## src/rtl/hsrc_pkg.sv

```systemverilog
// hsrc_pkg: shared constants and types of the hold sample rate converter
// no dependencies; used by hsrc_if, hsrc_alu and hold_sample_rate_converter
package hsrc_pkg;

	// sample width of one channel of a pair
	localparam int SAMPLE_BITS = 16;

	// rate registers and configuration port
	localparam int IN_RATE_BITS   = 18;
	localparam int OUT_RATE_BITS  = 17;
	localparam int CFG_DATA_BITS  = 18;
	localparam int CFG_INDEX_BITS = 2;
	localparam logic [CFG_INDEX_BITS-1:0] REG_INPUT_RATE  = 2'd0;
	localparam logic [CFG_INDEX_BITS-1:0] REG_OUTPUT_RATE = 2'd1;
	localparam logic [IN_RATE_BITS-1:0]  IN_RATE_RESET  = 18'd48000;
	localparam logic [OUT_RATE_BITS-1:0] OUT_RATE_RESET = 17'd48000;

	// phase accumulator, saturating signed
	localparam int ACC_BITS = 20;
	localparam logic signed [ACC_BITS-1:0] ACC_MAX = 20'sh7FFFF;
	localparam logic signed [ACC_BITS-1:0] ACC_MIN = 20'sh80000;

	// repeat limit per input pair
	localparam int COPY_CNT_BITS = 4;
	localparam logic [COPY_CNT_BITS-1:0] LAST_COPY_IDX = 4'd12;

	// operations of the shared adder
	typedef enum logic [1:0] {
		OP_ADD_OUT  = 2'd0,
		OP_SUB_IN   = 2'd1,
		OP_ADD_DIFF = 2'd2
	} alu_op_t;

endpackage

```

## src/rtl/hsrc_if.sv

```systemverilog
// hsrc_if: valid/ready channels for input pairs and emitted copies
// depends on hsrc_pkg for the default sample width
interface hsrc_pair_if #(
	parameter int SAMPLE_BITS = hsrc_pkg::SAMPLE_BITS
);
	logic                          valid;
	logic                          ready;
	logic signed [SAMPLE_BITS-1:0] left_sample;
	logic signed [SAMPLE_BITS-1:0] right_sample;

	modport source (output valid, output left_sample, output right_sample, input ready);
	modport sink (input valid, input left_sample, input right_sample, output ready);
endinterface

interface hsrc_copy_if #(
	parameter int SAMPLE_BITS = hsrc_pkg::SAMPLE_BITS
);
	logic                          valid;
	logic                          ready;
	logic signed [SAMPLE_BITS-1:0] out_left;
	logic signed [SAMPLE_BITS-1:0] out_right;
	logic                          last_copy;

	modport source (output valid, output out_left, output out_right, output last_copy,
		input ready);
	modport sink (input valid, input out_left, input out_right, input last_copy,
		output ready);
endinterface

```

## src/rtl/hsrc_alu.sv

```systemverilog
// hsrc_alu: shared saturating adder that moves the phase accumulator
// depends on hsrc_pkg for widths, limits and operation codes
module hsrc_alu (
	input  logic signed [hsrc_pkg::ACC_BITS-1:0]      acc,
	input  logic        [hsrc_pkg::IN_RATE_BITS-1:0]  irate,
	input  logic        [hsrc_pkg::OUT_RATE_BITS-1:0] orate,
	input  hsrc_pkg::alu_op_t                         op,
	output logic signed [hsrc_pkg::ACC_BITS-1:0]      result
);
	localparam int W = hsrc_pkg::ACC_BITS + 2;

	logic signed [W-1:0] irate_s;
	logic signed [W-1:0] orate_s;
	logic signed [W-1:0] addend;
	logic signed [W-1:0] sum;

	// operand selection
	always_comb begin
		irate_s = $signed(W'(irate));
		orate_s = $signed(W'(orate));
		unique case (op)
			hsrc_pkg::OP_ADD_OUT:  addend = orate_s;
			hsrc_pkg::OP_SUB_IN:   addend = -irate_s;
			hsrc_pkg::OP_ADD_DIFF: addend = orate_s - irate_s;
			default:               addend = orate_s;
		endcase
	end

	// add and clamp to the accumulator range
	always_comb begin
		sum = W'(acc) + addend;
		if (sum > W'(hsrc_pkg::ACC_MAX)) begin
			result = hsrc_pkg::ACC_MAX;
		end else if (sum < W'(hsrc_pkg::ACC_MIN)) begin
			result = hsrc_pkg::ACC_MIN;
		end else begin
			result = sum[hsrc_pkg::ACC_BITS-1:0];
		end
	end
endmodule

```

## src/rtl/hold_sample_rate_converter.sv

```systemverilog
// hold_sample_rate_converter: zero-order-hold rate converter top level
// depends on hsrc_pkg, hsrc_if (channels) and hsrc_alu (shared adder)

// One stereo pair is taken at the input rate and sent on as zero or more copies at the
// output rate, tracked by a 20 bit saturating phase accumulator. A passing pair goes
// through the pass state, a dropped pair the drop state, and a repeated pair the
// repeat-add state and one repeat step per copy for n copies (n at most 13), since
// every accumulator step, including one per copy, goes through a single shared adder.
// Each copy waits for the output register to free up. The user writes rates through
// cfg_we/cfg_index/cfg_wdata only while the block is idle; nothing here enforces it.
module hold_sample_rate_converter (
	input  logic                                 clk,
	input  logic                                 arst_n,
	input  logic                                 cfg_we,
	input  logic [hsrc_pkg::CFG_INDEX_BITS-1:0]  cfg_index,
	input  logic [hsrc_pkg::CFG_DATA_BITS-1:0]   cfg_wdata,
	hsrc_pair_if.sink                            pairs,
	hsrc_copy_if.source                          copies
);
	typedef enum logic [4:0] {
		ST_IDLE = 5'b00001,
		ST_PASS = 5'b00010,
		ST_DROP = 5'b00100,
		ST_RADD = 5'b01000,
		ST_REP  = 5'b10000
	} state_t;

	localparam int CW = hsrc_pkg::ACC_BITS + 1;

	state_t                                      state_q;
	logic        [hsrc_pkg::IN_RATE_BITS-1:0]    irate_q;
	logic        [hsrc_pkg::OUT_RATE_BITS-1:0]   orate_q;
	logic signed [hsrc_pkg::ACC_BITS-1:0]        acc_q;
	logic        [hsrc_pkg::COPY_CNT_BITS-1:0]   cnt_q;
	logic signed [hsrc_pkg::SAMPLE_BITS-1:0]     left_q;
	logic signed [hsrc_pkg::SAMPLE_BITS-1:0]     right_q;
	logic                                        out_valid_q;
	logic signed [hsrc_pkg::SAMPLE_BITS-1:0]     out_left_q;
	logic signed [hsrc_pkg::SAMPLE_BITS-1:0]     out_right_q;
	logic                                        out_last_q;

	hsrc_pkg::alu_op_t                           alu_op;
	logic signed [hsrc_pkg::ACC_BITS-1:0]        alu_res;
	logic signed [CW-1:0]                        acc_w;
	logic signed [CW-1:0]                        ir_w;
	logic                                        below_in;
	logic                                        above_neg_in;
	logic                                        below_twice_in;
	logic                                        in_fire;
	logic                                        out_free;
	logic                                        load_out;
	logic                                        rep_last;
	logic                                        acc_en;

	// handshake and compares against the rates
	always_comb begin
		in_fire        = pairs.valid && pairs.ready;
		out_free       = !out_valid_q || copies.ready;
		acc_w          = CW'(acc_q);
		ir_w           = $signed(CW'(irate_q));
		below_in       = acc_w < ir_w;
		above_neg_in   = acc_w > -ir_w;
		below_twice_in = acc_w < $signed({2'b00, irate_q, 1'b0});
		rep_last       = below_twice_in || (cnt_q == hsrc_pkg::LAST_COPY_IDX);
		load_out       = out_free && ((state_q == ST_PASS) || (state_q == ST_REP));
	end

	assign pairs.ready = (state_q == ST_IDLE);

	// shared adder operation per state
	always_comb begin
		unique case (state_q)
			ST_PASS: alu_op = hsrc_pkg::OP_ADD_DIFF;
			ST_REP:  alu_op = hsrc_pkg::OP_SUB_IN;
			default: alu_op = hsrc_pkg::OP_ADD_OUT;
		endcase
		acc_en = load_out || (state_q == ST_DROP) || (state_q == ST_RADD);
	end

	hsrc_alu u_alu (
		.acc    (acc_q),
		.irate  (irate_q),
		.orate  (orate_q),
		.op     (alu_op),
		.result (alu_res)
	);

	// rate registers
	always_ff @(posedge clk or negedge arst_n) begin
		if (!arst_n) begin
			irate_q <= hsrc_pkg::IN_RATE_RESET;
			orate_q <= hsrc_pkg::OUT_RATE_RESET;
		end else if (cfg_we) begin
			if (cfg_index == hsrc_pkg::REG_INPUT_RATE) begin
				irate_q <= cfg_wdata[hsrc_pkg::IN_RATE_BITS-1:0];
			end else if (cfg_index == hsrc_pkg::REG_OUTPUT_RATE) begin
				orate_q <= cfg_wdata[hsrc_pkg::OUT_RATE_BITS-1:0];
			end
		end
	end

	// sequencer, accumulator and copy count
	always_ff @(posedge clk or negedge arst_n) begin
		if (!arst_n) begin
			state_q <= ST_IDLE;
			acc_q   <= '0;
			cnt_q   <= '0;
		end else begin
			if (acc_en) begin
				acc_q <= alu_res;
			end
			unique case (state_q)
				ST_IDLE: begin
					cnt_q <= '0;
					if (in_fire) begin
						priority if (below_in && above_neg_in) begin
							state_q <= ST_PASS;
						end else if (!below_in) begin
							state_q <= ST_RADD;
						end else begin
							state_q <= ST_DROP;
						end
					end
				end
				ST_PASS: begin
					if (out_free) begin
						state_q <= ST_IDLE;
					end
				end
				ST_DROP: state_q <= ST_IDLE;
				ST_RADD: state_q <= ST_REP;
				ST_REP: begin
					if (out_free) begin
						cnt_q <= cnt_q + 1'b1;
						if (rep_last) begin
							state_q <= ST_IDLE;
						end
					end
				end
				default: state_q <= ST_IDLE;
			endcase
		end
	end

	// held input pair
	always_ff @(posedge clk) begin
		if (in_fire) begin
			left_q  <= pairs.left_sample;
			right_q <= pairs.right_sample;
		end
	end

	// output word register
	always_ff @(posedge clk or negedge arst_n) begin
		if (!arst_n) begin
			out_valid_q <= 1'b0;
		end else if (load_out) begin
			out_valid_q <= 1'b1;
		end else if (copies.ready) begin
			out_valid_q <= 1'b0;
		end
	end

	always_ff @(posedge clk) begin
		if (load_out) begin
			out_left_q  <= left_q;
			out_right_q <= right_q;
			out_last_q  <= (state_q == ST_PASS) || rep_last;
		end
	end

	assign copies.valid     = out_valid_q;
	assign copies.out_left  = out_left_q;
	assign copies.out_right = out_right_q;
	assign copies.last_copy = out_last_q;

	// an accepted pair always moves the sequencer out of idle
	a_busy_after_accept: assert property (@(posedge clk) disable iff (!arst_n)
		in_fire |=> (state_q != ST_IDLE))
		else $error("sequencer stayed idle after a pair was accepted");

	// every repeat step starts with the accumulator at or above the input rate
	a_repeat_has_credit: assert property (@(posedge clk) disable iff (!arst_n)
		(state_q == ST_REP) |-> !below_in)
		else $error("repeat step with accumulator below input rate");

	// copy count never passes the repeat limit
	a_copy_limit: assert property (@(posedge clk) disable iff (!arst_n)
		(state_q == ST_REP) |-> (cnt_q <= hsrc_pkg::LAST_COPY_IDX))
		else $error("copy count beyond limit");

	// the final copy of a pair returns the sequencer to idle
	a_last_ends_pair: assert property (@(posedge clk) disable iff (!arst_n)
		(load_out && (state_q == ST_REP) && rep_last) |=> (state_q == ST_IDLE))
		else $error("sequencer kept repeating after the final copy");
endmodule
```

## src/flat_wrapper.sv

```systemverilog
// flat-port wrapper written by rule: the top's interface ports become plain ports
module hold_sample_rate_converter_flat 
  (clk, arst_n, cfg_we, cfg_index, cfg_wdata, pairs_valid, pairs_left_sample, pairs_right_sample, pairs_ready, copies_valid, copies_out_left, copies_out_right, copies_last_copy, copies_ready);
  hsrc_pair_if pairs_i ();
  hsrc_copy_if copies_i ();
  input  logic clk;
  input  logic arst_n;
  input  logic cfg_we;
  input  logic [hsrc_pkg::CFG_INDEX_BITS-1:0] cfg_index;
  input  logic [hsrc_pkg::CFG_DATA_BITS-1:0] cfg_wdata;
  input wire logic [$bits(pairs_i.valid)-1:0] pairs_valid;
  input wire logic [$bits(pairs_i.left_sample)-1:0] pairs_left_sample;
  input wire logic [$bits(pairs_i.right_sample)-1:0] pairs_right_sample;
  output wire logic [$bits(pairs_i.ready)-1:0] pairs_ready;
  output wire logic [$bits(copies_i.valid)-1:0] copies_valid;
  output wire logic [$bits(copies_i.out_left)-1:0] copies_out_left;
  output wire logic [$bits(copies_i.out_right)-1:0] copies_out_right;
  output wire logic [$bits(copies_i.last_copy)-1:0] copies_last_copy;
  input wire logic [$bits(copies_i.ready)-1:0] copies_ready;
  assign pairs_i.valid = pairs_valid;
  assign pairs_i.left_sample = pairs_left_sample;
  assign pairs_i.right_sample = pairs_right_sample;
  assign pairs_ready = pairs_i.ready;
  assign copies_valid = copies_i.valid;
  assign copies_out_left = copies_i.out_left;
  assign copies_out_right = copies_i.out_right;
  assign copies_last_copy = copies_i.last_copy;
  assign copies_i.ready = copies_ready;
  hold_sample_rate_converter u_core (.clk(clk), .arst_n(arst_n), .cfg_we(cfg_we), .cfg_index(cfg_index), .cfg_wdata(cfg_wdata), .pairs(pairs_i), .copies(copies_i));
endmodule
```

## config.mk

```make
export PLATFORM = sky130hd
export DESIGN_NAME = hold_sample_rate_converter_flat
export DESIGN_NICKNAME = d
export VERILOG_FILES = /design/src/rtl/hsrc_pkg.sv /design/src/rtl/hsrc_if.sv /design/src/rtl/hsrc_alu.sv /design/src/rtl/hold_sample_rate_converter.sv /design/src/flat_wrapper.sv
export SDC_FILE = /design/constraint.sdc
export NUM_CORES = 1
export LEC_CHECK = 0
export BUFFER_PORTS_ARGS = -buffer_cell sky130_fd_sc_hd__buf_2
export CAP_MARGIN = 15
export CORE_UTILIZATION = 50
export DETAILED_ROUTE_END_ITERATION = 12
export PLACE_DENSITY = 0.7
export SYNTH_ARGS = -nofsm -noshare
export SYNTH_HDL_FRONTEND = slang
export SYNTH_SLANG_ARGS = --single-unit
```

## constraint.sdc

```tcl
create_clock -name clk -period 14.9 [get_ports clk]
set_input_delay 2.98 -clock clk [delete_from_list [all_inputs] [get_ports clk]]
set_output_delay 2.98 -clock clk [all_outputs]
set_load 0.02 [all_outputs]
```

==> flow_metrics.py <==
metrics = {
    "setup_path": {
        "path_max_fanout": 17,
        "path_class": "reg -> reg",
        "cp-end-kind": "register",
        "worst-endpoint-arrival_ns": 6.09,
        "crit_required_ns": 15.21,
        "start_kind": "register",
        "timing.rr.start": "u_core.orate_q[0]$_DFFE_PN0P_",
        "crit_start": "u_core.orate_q[0]$_DFFE_PN0P_",
    },
    "clock_network": {
        "clk_pin_slew_ns": 0.06,
        "cts_buffer_depth": 2,
        "cts_root_buf": "clkbuf_16",
        "cts-buffers-inserted": 17,
        "clk_latency_ns": 0.43,
        "cts.sinks": 130,
        "cts_resized": 0,
        "cts_tree": "yes",
        "cts_setup_buffers": 0,
        "cts.hold.buffers_added": 0,
        "h-tree-depth": 4,
    },
    "floorplan": {
        "core_um2": 16100,
        "die_h_um": 131,
        "die-width_um": 131,
        "start_util_pct": 52.0,
        "io_pins": 92,
        "num_rows": 46,
        "die-area_um2": 17200,
    },
    "sta": {
        "setup_ws_ns": 9.11,
        "hold_viol": 0,
        "slew_viol_final": 0,
        "tns_ns": 0,
        "setup_viol": 0,
        "relSlewSlack_pct": 28.5,
        "post-route-period-util_pct": 38.8,
        "fin_hold_ws_ns": 0.413,
        "clock_skew_ns": 0.0110,
        "period_minus_slack_ns": 5.79,
        "tightest_slew_ns": 1.07,
        "rsz0062_at_grt": "no",
        "max_freq_ghz": 0.173,
    },
    "grt": {
        "grt_pass1_vias": 6243,
        "grt_pass1_wl_mm": 31.1,
        "grt-ovfl-total": 0,
        "antenna_found_initial": 0,
        "grt_max_degree": 66,
        "grt.total_usage_pct": 23.0,
    },
    "pwr": {
        "leakagePower_uw": 0.00420,
        "p_per_area_nw_per_um2": 200,
        "ir_worst_vdd_mv": 0.101,
    },
    "synth": {
        "yosysMostFrequentCell": "ha_1",
        "syn_inst": 777,
        "synth-seq-cells": 130,
        "synth_commonest_cells": "96 x ha_1, 65 x edfxtp_1, 63 x nand2_1, 52 x a21oi_1, 50 x dfrtp_1",
        "synthTopCellsByArea": "edfxtp_1 23%, dfrtp_1 15%, ha_1 14%, dfstp_2 4.7%, xnor2_1 3.9%",
        "yosys.area.top_type_share_pct": 23.4,
        "mappedNetlistArea_um2": 8340,
        "synth_area_leader_cell": "edfxtp_1",
        "yosysWarnings": 0,
        "ys_seq_area_share_pct": 43.1,
        "synthArstFlopShare_pct": 50.0,
        "synth_edf_count": 65,
        "avgSynthCellArea_um2": 10.7,
        "postSynthNetCount": 932,
        "synth_cell_types": 66,
        "yosys_most_used_dff": "edfxtp_1",
    },
    "placement": {
        "port_buffers": 91,
        "gp_congestion": 0.942,
        "placedCellCount": 1073,
        "dp_hpwl_mm": 14.2,
        "dpl_cell_area_um2": 9040,
        "post-place-ws_ns": 9.16,
    },
    "hold_path": {
        "hold_path.startpoint": "u_core.left_q[3]$_DFFE_PP_",
        "hold_class": "reg -> reg",
    },
    "cells_and_area": {
        "register_area_um2": 3600,
        "nFillCells": 1338,
        "layout.cells.non_filler": 1105,
        "layout-drive-gt1-share_pct": 21.5,
        "layout.nets": 1031,
        "syn_to_final_growth_pct": 15.9,
        "n_antenna_cell": 0,
        "multi_input_area_um2": 4520,
        "fin_area_um2": 9670,
    },
    "routing": {
        "first_pass_iters": 5,
        "drcViolationCount": 0,
        "wl_mm": 19.0,
        "ant_nets": 0,
        "vias_per_cell": 5.76,
        "wl_per_cell_um": 17.2,
        "detail_route.iter0.violations": 329,
        "vias": 6362,
    },
    "outcome": {
        "outcome": "finished clean",
    },
    "job": {
        "maxCapViolCount": 0,
    },
}
-- per-layer routing --
metal | wire length (µm) | share of wire [%] | GRT usage [%] | vias to the layer above
met3 | 1010 | 5.3 | 4.40 | 36
met4 | 508 | 2.7 | 9.61 | 0
met2 | 8550 | 45 | 36.6 | 200
met5 | 0 | 0 | 0 | -
met1 | 8930 | 47 | 30.8 | 2996
li1 | - | - | - | 3130
-- stage by stage --
stage / utilization [%] / total power, µW
2_1_floorplan: - / 1280
3_3_place_gp: 56.3 / 1470
3_5_place_dp: 56.3 / 1490
4_1_cts: 60.2 / 1940
5_1_grt: 60.2 / 2080
6_report: 60.2 / 1940
-- layout make-up --
type	count	share of cell area, %
flip-flops and latches	130	37.2
clock inverters	15	2.05
well taps	216	2.80
multi-input cells	590	46.8
clock buffers	17	4.40
inverters	39	1.51
repair buffers	98	5.25
-- cells by family after synthesis --
| family | synth area share (%) |
|---|---|
| and+or+nand+nor | 11.8 |
| DFF | 43.1 |
| adders and majority gates | 14.9 |
| muxes | 2.53 |
| xor gates and xnor gates | 5.23 |
| buffers and inverters | 2.80 |
| AOI/OAI and AO/OA | 19.6 |
-- worst max-delay path, cell delays in order (launching register included) --
cell and delay [ns]:
dfrtp_1 0.39, inv_1 0.07, ha_1 0.17, inv_1 0.06, fa_1 0.41, a211oi_1 0.27, o21bai_1 0.11, a21oi_1 0.36
o21bai_1 0.17, a21o_1 0.19, a21oi_1 0.16, xor2_1 0.16, o221ai_1 0.21, ha_1 0.46, a21oi_1 0.17, o21ai_1 0.07
a211o_1 0.34, a21oi_1 0.14, o21ai_0 0.10, a211o_1 0.32, xnor2_2 0.19, or4_1 0.88, o221a_2 0.27
-- worst paths after layout --
path / end / slack, ns / cells after the start
max: u_core.acc_q[7]$_DFFE_PN0P_ / 9.11 / 22
min: u_core.copies.out_left[3]$_DFFE_PP_ / 0.41 / 0
max reg2reg: u_core.acc_q[7]$_DFFE_PN0P_ / 9.11 / 22
min reg2reg: u_core.copies.out_left[3]$_DFFE_PP_ / 0.41 / 0
max in group asynchronous: u_core.acc_q[7]$_DFFE_PN0P_ / 11.61 / 2
min in group asynchronous: u_core.orate_q[14]$_DFFE_PN0P_ / 2.74 / 2
-- sequential cells by signal, indices dropped and copies added, names as in the netlist --
| register | cells |
|---|---|
| u_core.acc_q | 20 |
| u_core.irate_q | 18 |
| u_core.orate_q | 17 |
| u_core.copies.out_left | 16 |
| u_core.copies.out_right | 16 |
| u_core.left_q | 16 |
| u_core.right_q | 16 |
| u_core.state_q | 5 |
| u_core.cnt_q | 4 |
| u_core.copies.last_copy | 1 |
| u_core.copies.valid | 1 |
-- layout by cell type (no fill, tap or decap), drive strengths merged, types with 5 or more instances in the layout --
cell type / count
dfstp: 15
or3: 7
o21ai: 47
nor3: 13
nand2b: 7
buf: 98
o221ai: 13
nand3: 18
o221a: 17
o21a: 8
o211ai: 5
a21oi: 52
a21o: 30
nor2b: 8
nor2: 49
xnor2: 38
ha: 96
nand2: 63
clkinv: 5
edfxtp: 65
a21boi: 5
clkbuf: 17
o21bai: 11
and3: 6
inv: 45
xor2: 11
mux2: 17
nand4: 12
dfrtp: 50
-- where the power goes --
| group | total, µW | switching (µW) | leakage (µW) | internal (µW) |
|---|---|---|---|---|
| logic | 931 | 512 | 0.00254 | 420 |
| registers | 567 | 87.7 | 0.00136 | 479 |
| clock network | 438 | 170 | 0.000304 | 268 |
Power figures use the tool's default switching activity.
